==> src/design/gfpe_pkg.sv <==
package gfpe_pkg;

  // Field degree and element type
  localparam int FieldDegree = 8;
  typedef logic [FieldDegree-1:0] gf_elem_t;

  // Width of an unreduced carry-less product
  localparam int ProdWidth = 2 * FieldDegree - 1;
  typedef logic [ProdWidth-1:0] gf_prod_t;

  // Low bits of x^8 + x^6 + x^5 + x + 1 after reset
  localparam gf_elem_t FieldPolyReset = gf_elem_t'(8'h63);

  // Multiplicative identity, power of x at the start of a polynomial
  localparam gf_elem_t GfOne = gf_elem_t'(1);

endpackage

==> src/design/gfpe_in_if.sv <==
interface gfpe_in_if;

  logic                valid;
  logic                ready;
  gfpe_pkg::gf_elem_t  point_x;
  gfpe_pkg::gf_elem_t  coefficient;
  logic                last_coeff;

  modport source (output valid, output point_x, output coefficient, output last_coeff,
                  input ready);
  modport sink   (input valid, input point_x, input coefficient, input last_coeff,
                  output ready);

endinterface

==> src/design/gfpe_out_if.sv <==
interface gfpe_out_if;

  logic                valid;
  logic                ready;
  gfpe_pkg::gf_elem_t  poly_value;

  modport source (output valid, output poly_value, input ready);
  modport sink   (input valid, input poly_value, output ready);

endinterface

==> src/design/gfpe_cfg_if.sv <==
interface gfpe_cfg_if;

  logic                valid;
  logic                ready;
  gfpe_pkg::gf_elem_t  field_poly_low;

  modport source (output valid, output field_poly_low, input ready);
  modport sink   (input valid, input field_poly_low, output ready);

endinterface

==> src/design/gfpe_mul.sv <==
module gfpe_mul (
  input  gfpe_pkg::gf_elem_t a_i,
  input  gfpe_pkg::gf_elem_t b_i,
  input  gfpe_pkg::gf_elem_t poly_i,
  output gfpe_pkg::gf_elem_t prod_o
);

  gfpe_pkg::gf_prod_t full_poly;
  gfpe_pkg::gf_prod_t prod;

  // x^8 term is implicit in the polynomial register
  assign full_poly = gfpe_pkg::gf_prod_t'({1'b1, poly_i});

  // Carry-less product, then reduce from the top bit down
  always_comb begin
    prod = '0;
    for (int k = 0; k < gfpe_pkg::FieldDegree; k++) begin
      if (b_i[k]) begin
        prod = prod ^ (gfpe_pkg::gf_prod_t'(a_i) << k);
      end
    end
    for (int k = gfpe_pkg::ProdWidth - 1; k >= gfpe_pkg::FieldDegree; k--) begin
      if (prod[k]) begin
        prod = prod ^ (full_poly << (k - gfpe_pkg::FieldDegree));
      end
    end
  end

  assign prod_o = prod[gfpe_pkg::FieldDegree-1:0];

endmodule

==> src/design/gf256_polynomial_evaluator_unit.sv <==
// Channel     Dir  Payload                                 Handshake
// in_chan_i   in   point_x, coefficient, last_coeff        valid/ready
// res_chan_o  out  poly_value                              valid/ready
// cfg_chan_i  in   field_poly_low                          valid/ready (ready always high)
//
// One coefficient per cycle while the input register drains. Each item is held
// in the input register, which feeds both GF multiplies and the sum/power update.
// On the last coefficient the sum passes from the input register into the result
// register once it is free, and is offered from there. A stalled result only
// blocks a following last item; reset clears the sum to 0, the power to 1 and
// the field polynomial to 0x63.
module gf256_polynomial_evaluator_unit (
  input  logic       clk_i,
  input  logic       rst_ni,
  gfpe_in_if.sink    in_chan_i,
  gfpe_out_if.source res_chan_o,
  gfpe_cfg_if.sink   cfg_chan_i
);

  // Input register
  logic               in_valid_q;
  gfpe_pkg::gf_elem_t x_q;
  gfpe_pkg::gf_elem_t coeff_q;
  logic               last_q;

  // Accumulator state
  gfpe_pkg::gf_elem_t sum_q, sum_d;
  gfpe_pkg::gf_elem_t power_q, power_d;
  gfpe_pkg::gf_elem_t poly_q;

  // Result register
  logic               res_valid_q;
  gfpe_pkg::gf_elem_t res_value_q;

  gfpe_pkg::gf_elem_t term;
  gfpe_pkg::gf_elem_t next_power;
  logic               res_free;
  logic               advance;
  logic               in_take;

  // Handshake: the input stage drains unless a last item waits on a full output
  assign res_free  = !res_valid_q || res_chan_o.ready;
  assign advance   = in_valid_q && (!last_q || res_free);
  assign in_chan_i.ready = !in_valid_q || advance;
  assign in_take   = in_chan_i.valid && in_chan_i.ready;
  assign cfg_chan_i.ready = 1'b1;

  assign res_chan_o.valid      = res_valid_q;
  assign res_chan_o.poly_value = res_value_q;

  // Coefficient times current power, and power times x
  gfpe_mul u_term_mul (
    .a_i    (coeff_q),
    .b_i    (power_q),
    .poly_i (poly_q),
    .prod_o (term)
  );

  gfpe_mul u_power_mul (
    .a_i    (power_q),
    .b_i    (x_q),
    .poly_i (poly_q),
    .prod_o (next_power)
  );

  assign sum_d   = sum_q ^ term;
  assign power_d = next_power;

  // Input register
  always_ff @(posedge clk_i or negedge rst_ni) begin
    if (!rst_ni) begin
      in_valid_q <= 1'b0;
    end else if (in_chan_i.ready) begin
      in_valid_q <= in_chan_i.valid;
    end
  end

  always_ff @(posedge clk_i) begin
    if (in_take) begin
      x_q     <= in_chan_i.point_x;
      coeff_q <= in_chan_i.coefficient;
      last_q  <= in_chan_i.last_coeff;
    end
  end

  // Field polynomial register
  always_ff @(posedge clk_i or negedge rst_ni) begin
    if (!rst_ni) begin
      poly_q <= gfpe_pkg::FieldPolyReset;
    end else if (cfg_chan_i.valid) begin
      poly_q <= cfg_chan_i.field_poly_low;
    end
  end

  // Running sum and power; cleared after the last coefficient
  always_ff @(posedge clk_i or negedge rst_ni) begin
    if (!rst_ni) begin
      sum_q   <= '0;
      power_q <= gfpe_pkg::GfOne;
    end else if (advance) begin
      if (last_q) begin
        sum_q   <= '0;
        power_q <= gfpe_pkg::GfOne;
      end else begin
        sum_q   <= sum_d;
        power_q <= power_d;
      end
    end
  end

  // Result register
  always_ff @(posedge clk_i or negedge rst_ni) begin
    if (!rst_ni) begin
      res_valid_q <= 1'b0;
    end else if (advance && last_q) begin
      res_valid_q <= 1'b1;
    end else if (res_chan_o.ready) begin
      res_valid_q <= 1'b0;
    end
  end

  always_ff @(posedge clk_i) begin
    if (advance && last_q) begin
      res_value_q <= sum_d;
    end
  end

endmodule

==> src/flat_wrapper.sv <==
// flat-port wrapper written by rule: the top's interface ports become plain ports
module gf256_polynomial_evaluator_unit_flat 
  (clk_i, rst_ni, in_chan_i_valid, in_chan_i_point_x, in_chan_i_coefficient, in_chan_i_last_coeff, in_chan_i_ready, res_chan_o_valid, res_chan_o_poly_value, res_chan_o_ready, cfg_chan_i_valid, cfg_chan_i_field_poly_low, cfg_chan_i_ready);
  gfpe_in_if in_chan_i_i ();
  gfpe_out_if res_chan_o_i ();
  gfpe_cfg_if cfg_chan_i_i ();
  input  logic clk_i;
  input  logic rst_ni;
  input wire logic [$bits(in_chan_i_i.valid)-1:0] in_chan_i_valid;
  input wire logic [$bits(in_chan_i_i.point_x)-1:0] in_chan_i_point_x;
  input wire logic [$bits(in_chan_i_i.coefficient)-1:0] in_chan_i_coefficient;
  input wire logic [$bits(in_chan_i_i.last_coeff)-1:0] in_chan_i_last_coeff;
  output wire logic [$bits(in_chan_i_i.ready)-1:0] in_chan_i_ready;
  output wire logic [$bits(res_chan_o_i.valid)-1:0] res_chan_o_valid;
  output wire logic [$bits(res_chan_o_i.poly_value)-1:0] res_chan_o_poly_value;
  input wire logic [$bits(res_chan_o_i.ready)-1:0] res_chan_o_ready;
  input wire logic [$bits(cfg_chan_i_i.valid)-1:0] cfg_chan_i_valid;
  input wire logic [$bits(cfg_chan_i_i.field_poly_low)-1:0] cfg_chan_i_field_poly_low;
  output wire logic [$bits(cfg_chan_i_i.ready)-1:0] cfg_chan_i_ready;
  assign in_chan_i_i.valid = in_chan_i_valid;
  assign in_chan_i_i.point_x = in_chan_i_point_x;
  assign in_chan_i_i.coefficient = in_chan_i_coefficient;
  assign in_chan_i_i.last_coeff = in_chan_i_last_coeff;
  assign in_chan_i_ready = in_chan_i_i.ready;
  assign res_chan_o_valid = res_chan_o_i.valid;
  assign res_chan_o_poly_value = res_chan_o_i.poly_value;
  assign res_chan_o_i.ready = res_chan_o_ready;
  assign cfg_chan_i_i.valid = cfg_chan_i_valid;
  assign cfg_chan_i_i.field_poly_low = cfg_chan_i_field_poly_low;
  assign cfg_chan_i_ready = cfg_chan_i_i.ready;
  gf256_polynomial_evaluator_unit u_core (.clk_i(clk_i), .rst_ni(rst_ni), .in_chan_i(in_chan_i_i), .res_chan_o(res_chan_o_i), .cfg_chan_i(cfg_chan_i_i));
endmodule
==> config.mk <==
export PLATFORM = sky130hd
export DESIGN_NAME = gf256_polynomial_evaluator_unit_flat
export DESIGN_NICKNAME = d
export VERILOG_FILES = /design/src/design/gfpe_pkg.sv /design/src/design/gfpe_in_if.sv /design/src/design/gfpe_out_if.sv /design/src/design/gfpe_cfg_if.sv /design/src/design/gfpe_mul.sv /design/src/design/gf256_polynomial_evaluator_unit.sv /design/src/flat_wrapper.sv
export SDC_FILE = /design/constraint.sdc
export NUM_CORES = 1
export LEC_CHECK = 0
export ABC_AREA = 1
export BUFFER_PORTS_ARGS = -buffer_cell sky130_fd_sc_hd__buf_4
export CAP_MARGIN = 20
export CORE_MARGIN = 3
export CORE_UTILIZATION = 35
export DETAILED_ROUTE_END_ITERATION = 16
export HOLD_SLACK_MARGIN = 0.08
export PLACE_DENSITY_LB_ADDON = 0.2
export RECOVER_POWER = 100
export REMOVE_ABC_BUFFERS = 1
export SLEW_MARGIN = 20
export SYNTH_ARGS = -nofsm -noshare
export SYNTH_HDL_FRONTEND = slang
export SYNTH_HIERARCHICAL = 1
export SYNTH_SLANG_ARGS = --single-unit
==> constraint.sdc <==
create_clock -name clk_i -period 3.21 [get_ports clk_i]
set_input_delay 0.1605 -clock clk_i [delete_from_list [all_inputs] [get_ports clk_i]]
set_output_delay 0.1605 -clock clk_i [all_outputs]
set_load 0.05 [all_outputs]
==> flow_summary.toml <==
[global_routing]
grt_pass1_wl_mm = 32.26
grt_pass1_vias = 6704
antenna_found_initial = 0
overflow = 0
grt_start_max_net_pins = 27
gr-usage-all-layers_pct = 18.35

[setup_path]
cpLargestDelayFamily = "simple AND/OR/NAND/NOR gates"
worst-endpoint-required_ps = 3270
max_stage_delay_ps = 480
cp-end-kind = "flop"
crit_fanout = 8
r2r_setup_slack_ps = 8
slowest_stage = "edfxtp_1"
crit_top_cell = "nand2_1"
start_kind = "flop"
critical_path_arrival_ps = 3260
critPathKind = "flop to flop"
cp_num_buf_inv = 4

[synthesis]
synth_top_cell_area_share_pct = 26.75
synth-edff-count = 25
ys_seq_area_share_pct = 20.60
post-synth-top-area-cell = "nand2_1"
yosys_warnings = 6
postSynthAreaPerCell_um2 = 5.962
syn-instance-count = 1146
synthesis.area_um2 = 6833
yosys_register_bits = 51
synthFlopType = "edfxtp_1"
netlist_top_cells_area = "nand2_1 (27%), edfxtp_1 (11%), nand3_1 (11%), dfrtp_1 (7.7%), inv_1 (7.5%)"
async_reset_ff_share_pct = 50.98
yosysUniqueCellTypes = 32

[route]
drt-vias-per-instance = 4.690
firstDrtPassIters = 4
wl_met3_um = 398
top_layer_used = "met4"
wl_per_cell_um = 13.33
wl_met2_mm = 10.46
wl_met1_mm = 8.877
drc = 0
num_vias = 7063
wl_mm = 20.08
ant_nets = 0
first_iter_violations = 389

[layout]
antenna_cells = 0
syn_to_final_growth_pct = 26.26
area.sequential_um2 = 1411
multi_input_area_um2 = 5106
nFillCells = 2034
layout.nets = 1275
drive_gt1_share_pct = 23.84

[floorplan]
initial_core_util_pct = 36.05
die_y_um = 145.7
dieArea_um2 = 21230
core_area_um2 = 18960
io_pins = 41
fp.dieW_um = 145.7
row_count = 50

[placed_design]
port_buffers = 39
post-place-ws_ps = -20.81
dp_hpwl_mm = 15.34
gp_congestion = 0.8392

[cts]
htree_levels = 2
clk_latency_ps = 300
cts_tree = "built"
cts_buffers = 5
cts_buffer_depth = 2
clk_pin_slew_ps = 80
clockRootBuffer = "clkbuf_16"
cts.sinks = 51

[sta]
fmax_mhz = 312.3
tns_ps = 0
drv_slew = 0
post-route-period-util_pct = 99.75
layout_min_cycle_time_ps = 3202
fin_skew_ps = 8.586
timing.slew.headroom_pct = 1.537
rsz0062_at_grt = "true"
worstMarginPinSlew_ps = 1477
finalHoldViolCount = 0
whs_ps = 83.36
fin_ws_ps = 7.894
setup_viol = 0

[power]
power_leakage_nw = 4.377
total_power_mw = 10.26
irDropWorstVdd_mv = 0.5769
p_per_area_nw_per_um2 = 1190

[run_status]
status = "complete, no violations"

[hold_path]
hold_path_class = "input pin to flop"

[flow_run]
maxCapViolations = 0
-- path summary, 6_finish.rpt --
check	startpoint	endpoint	cells after the start
worst min register to register	u_core/sum_q[1]	u_core/sum_q[1]	2
max in group asynchronous	rst_ni	u_core/power_q[4]	2
min in group asynchronous	rst_ni	u_core/sum_q[3]	2
worst max register to register	u_core/coeff_q[7]	u_core/res_chan_o.poly_value[1]	26
worst max-delay path	u_core/coeff_q[7]	u_core/res_chan_o.poly_value[1]	26
worst min-delay path	cfg_chan_i_field_poly_low[7]	u_core/poly_q[7]	3
-- report_power, final --
group          internal, mW  total, mW  leakage, nW  switching, mW
registers             0.936       1.13        0.555          0.191
logic                  3.36       8.57         3.75           5.21
clock network         0.298      0.571       0.0759          0.273
-- worst register-to-register path, cell delays in order (launching register included) --
cell	delay (ps)
edfxtp_1	480
buf_6	190
nand2_4	90
xnor2_2	190
nand2_1	80
nand2_2	100
inv_2	50
nand2_4	80
nand2_8	80
nor2_4	130
nand3_4	130
nand2_4	120
nor2_4	50
nand2_4	130
nand2_8	80
nand2_4	90
nand2_8	80
buf_4	140
nand3_1	110
nand2_1	70
nand2_1	60
nand2_1	60
nand2_1	70
nand2_1	70
inv_1	50
nand2_1	50
and2_1	130
-- layout by cell type, fill, tap and decap left out, types with 3 or more instances in the layout --
master	count
nor2_1	37
buf_6	5
nand3_1	133
nand3_2	18
nand2_2	70
buf_12	3
and2_1	6
o21ai_0	18
dfrtp_2	3
inv_1	129
inv_2	13
clkbuf_4	17
edfxtp_1	25
xnor2_1	52
nand2_1	437
clkbuf_1	12
dfstp_2	4
xor2_1	45
dfrtp_1	18
xnor2_2	10
nand3_4	8
nor2_4	12
buf_4	76
nand2_8	4
nor2_2	8
nand4_1	7
dlygate4sd3_1	22
clkbuf_16	5
nand2_4	27
-- area by class of cell --
| type | count | area share, % |
|---|---|---|
| Clock inverter | 3 | 0.3336 |
| Sequential cell | 51 | 16.36 |
| Tap cell | 260 | 3.771 |
| Multi-Input combinational cell | 906 | 59.19 |
| Timing Repair Buffer | 137 | 12.63 |
| Inverter | 144 | 6.265 |
| Clock buffer | 5 | 1.450 |
-- state kept, by name (all words and copies together) (netlist names) --
signal,count
u_core/coeff_q,8
u_core/res_chan_o.poly_value,8
u_core/power_q,8
u_core/poly_q,8
u_core/x_q,8
u_core/res_chan_o.valid,1
u_core/last_q,1
u_core/in_valid_q,1
u_core/sum_q,8
-- cell usage after synthesis, types with 4 or more instances --
cell type,instances
and2_1,8
buf_2,16
buf_6,11
clkbuf_1,15
dfrtp_1,21
dfstp_2,5
edfxtp_1,25
inv_1,137
inv_2,5
nand2_1,487
nand2_2,33
nand2_4,17
nand3_1,150
nand3_2,7
nand4_1,7
nor2_1,48
nor2_2,8
o21ai_0,20
xnor2_1,58
xnor2_2,4
xor2_1,46
-- cells by family (layout without fill, tap and decap cells) --
logic type	Yosys count	after routing	synth area share [%]
xor+xnor	110	110	14.76
buf+inv	190	289	12.53
other cells	1	1	0.05488
compound gates	22	22	1.685
simple gates	772	773	50.38
flops	51	51	20.60
-- per-layer routing --
layer	up-vias	GRT usage, %
met5	-	0
met2	88	35.29
met4	0	4.748
li1	3689	-
met3	22	1.183
met1	3264	22.01
-- what timing repair did --
action                                  4_1_cts  5_1_grt
hold endpoints to repair                     47        0
buffers inserted                              0       28
gates resized for setup                       1      143
endpoints found under the setup margin        4       24
hold buffers                                 22        0
pin swaps                                     0       67
gates cloned                                  0        1
-- stage by stage --
stage / cells / instance area, µm² / util (%)
after floorplan: 1100 / 6518 / -
after global placement: 1447 / 7533 / 39.74
after detailed placement: 1447 / 7533 / 39.74
after CTS: 1477 / 7909 / 41.72
after global routing: 1506 / 8627 / 45.51
final: 1506 / 8627 / 45.51
Note: power is estimated with default switching activity, not from simulation.
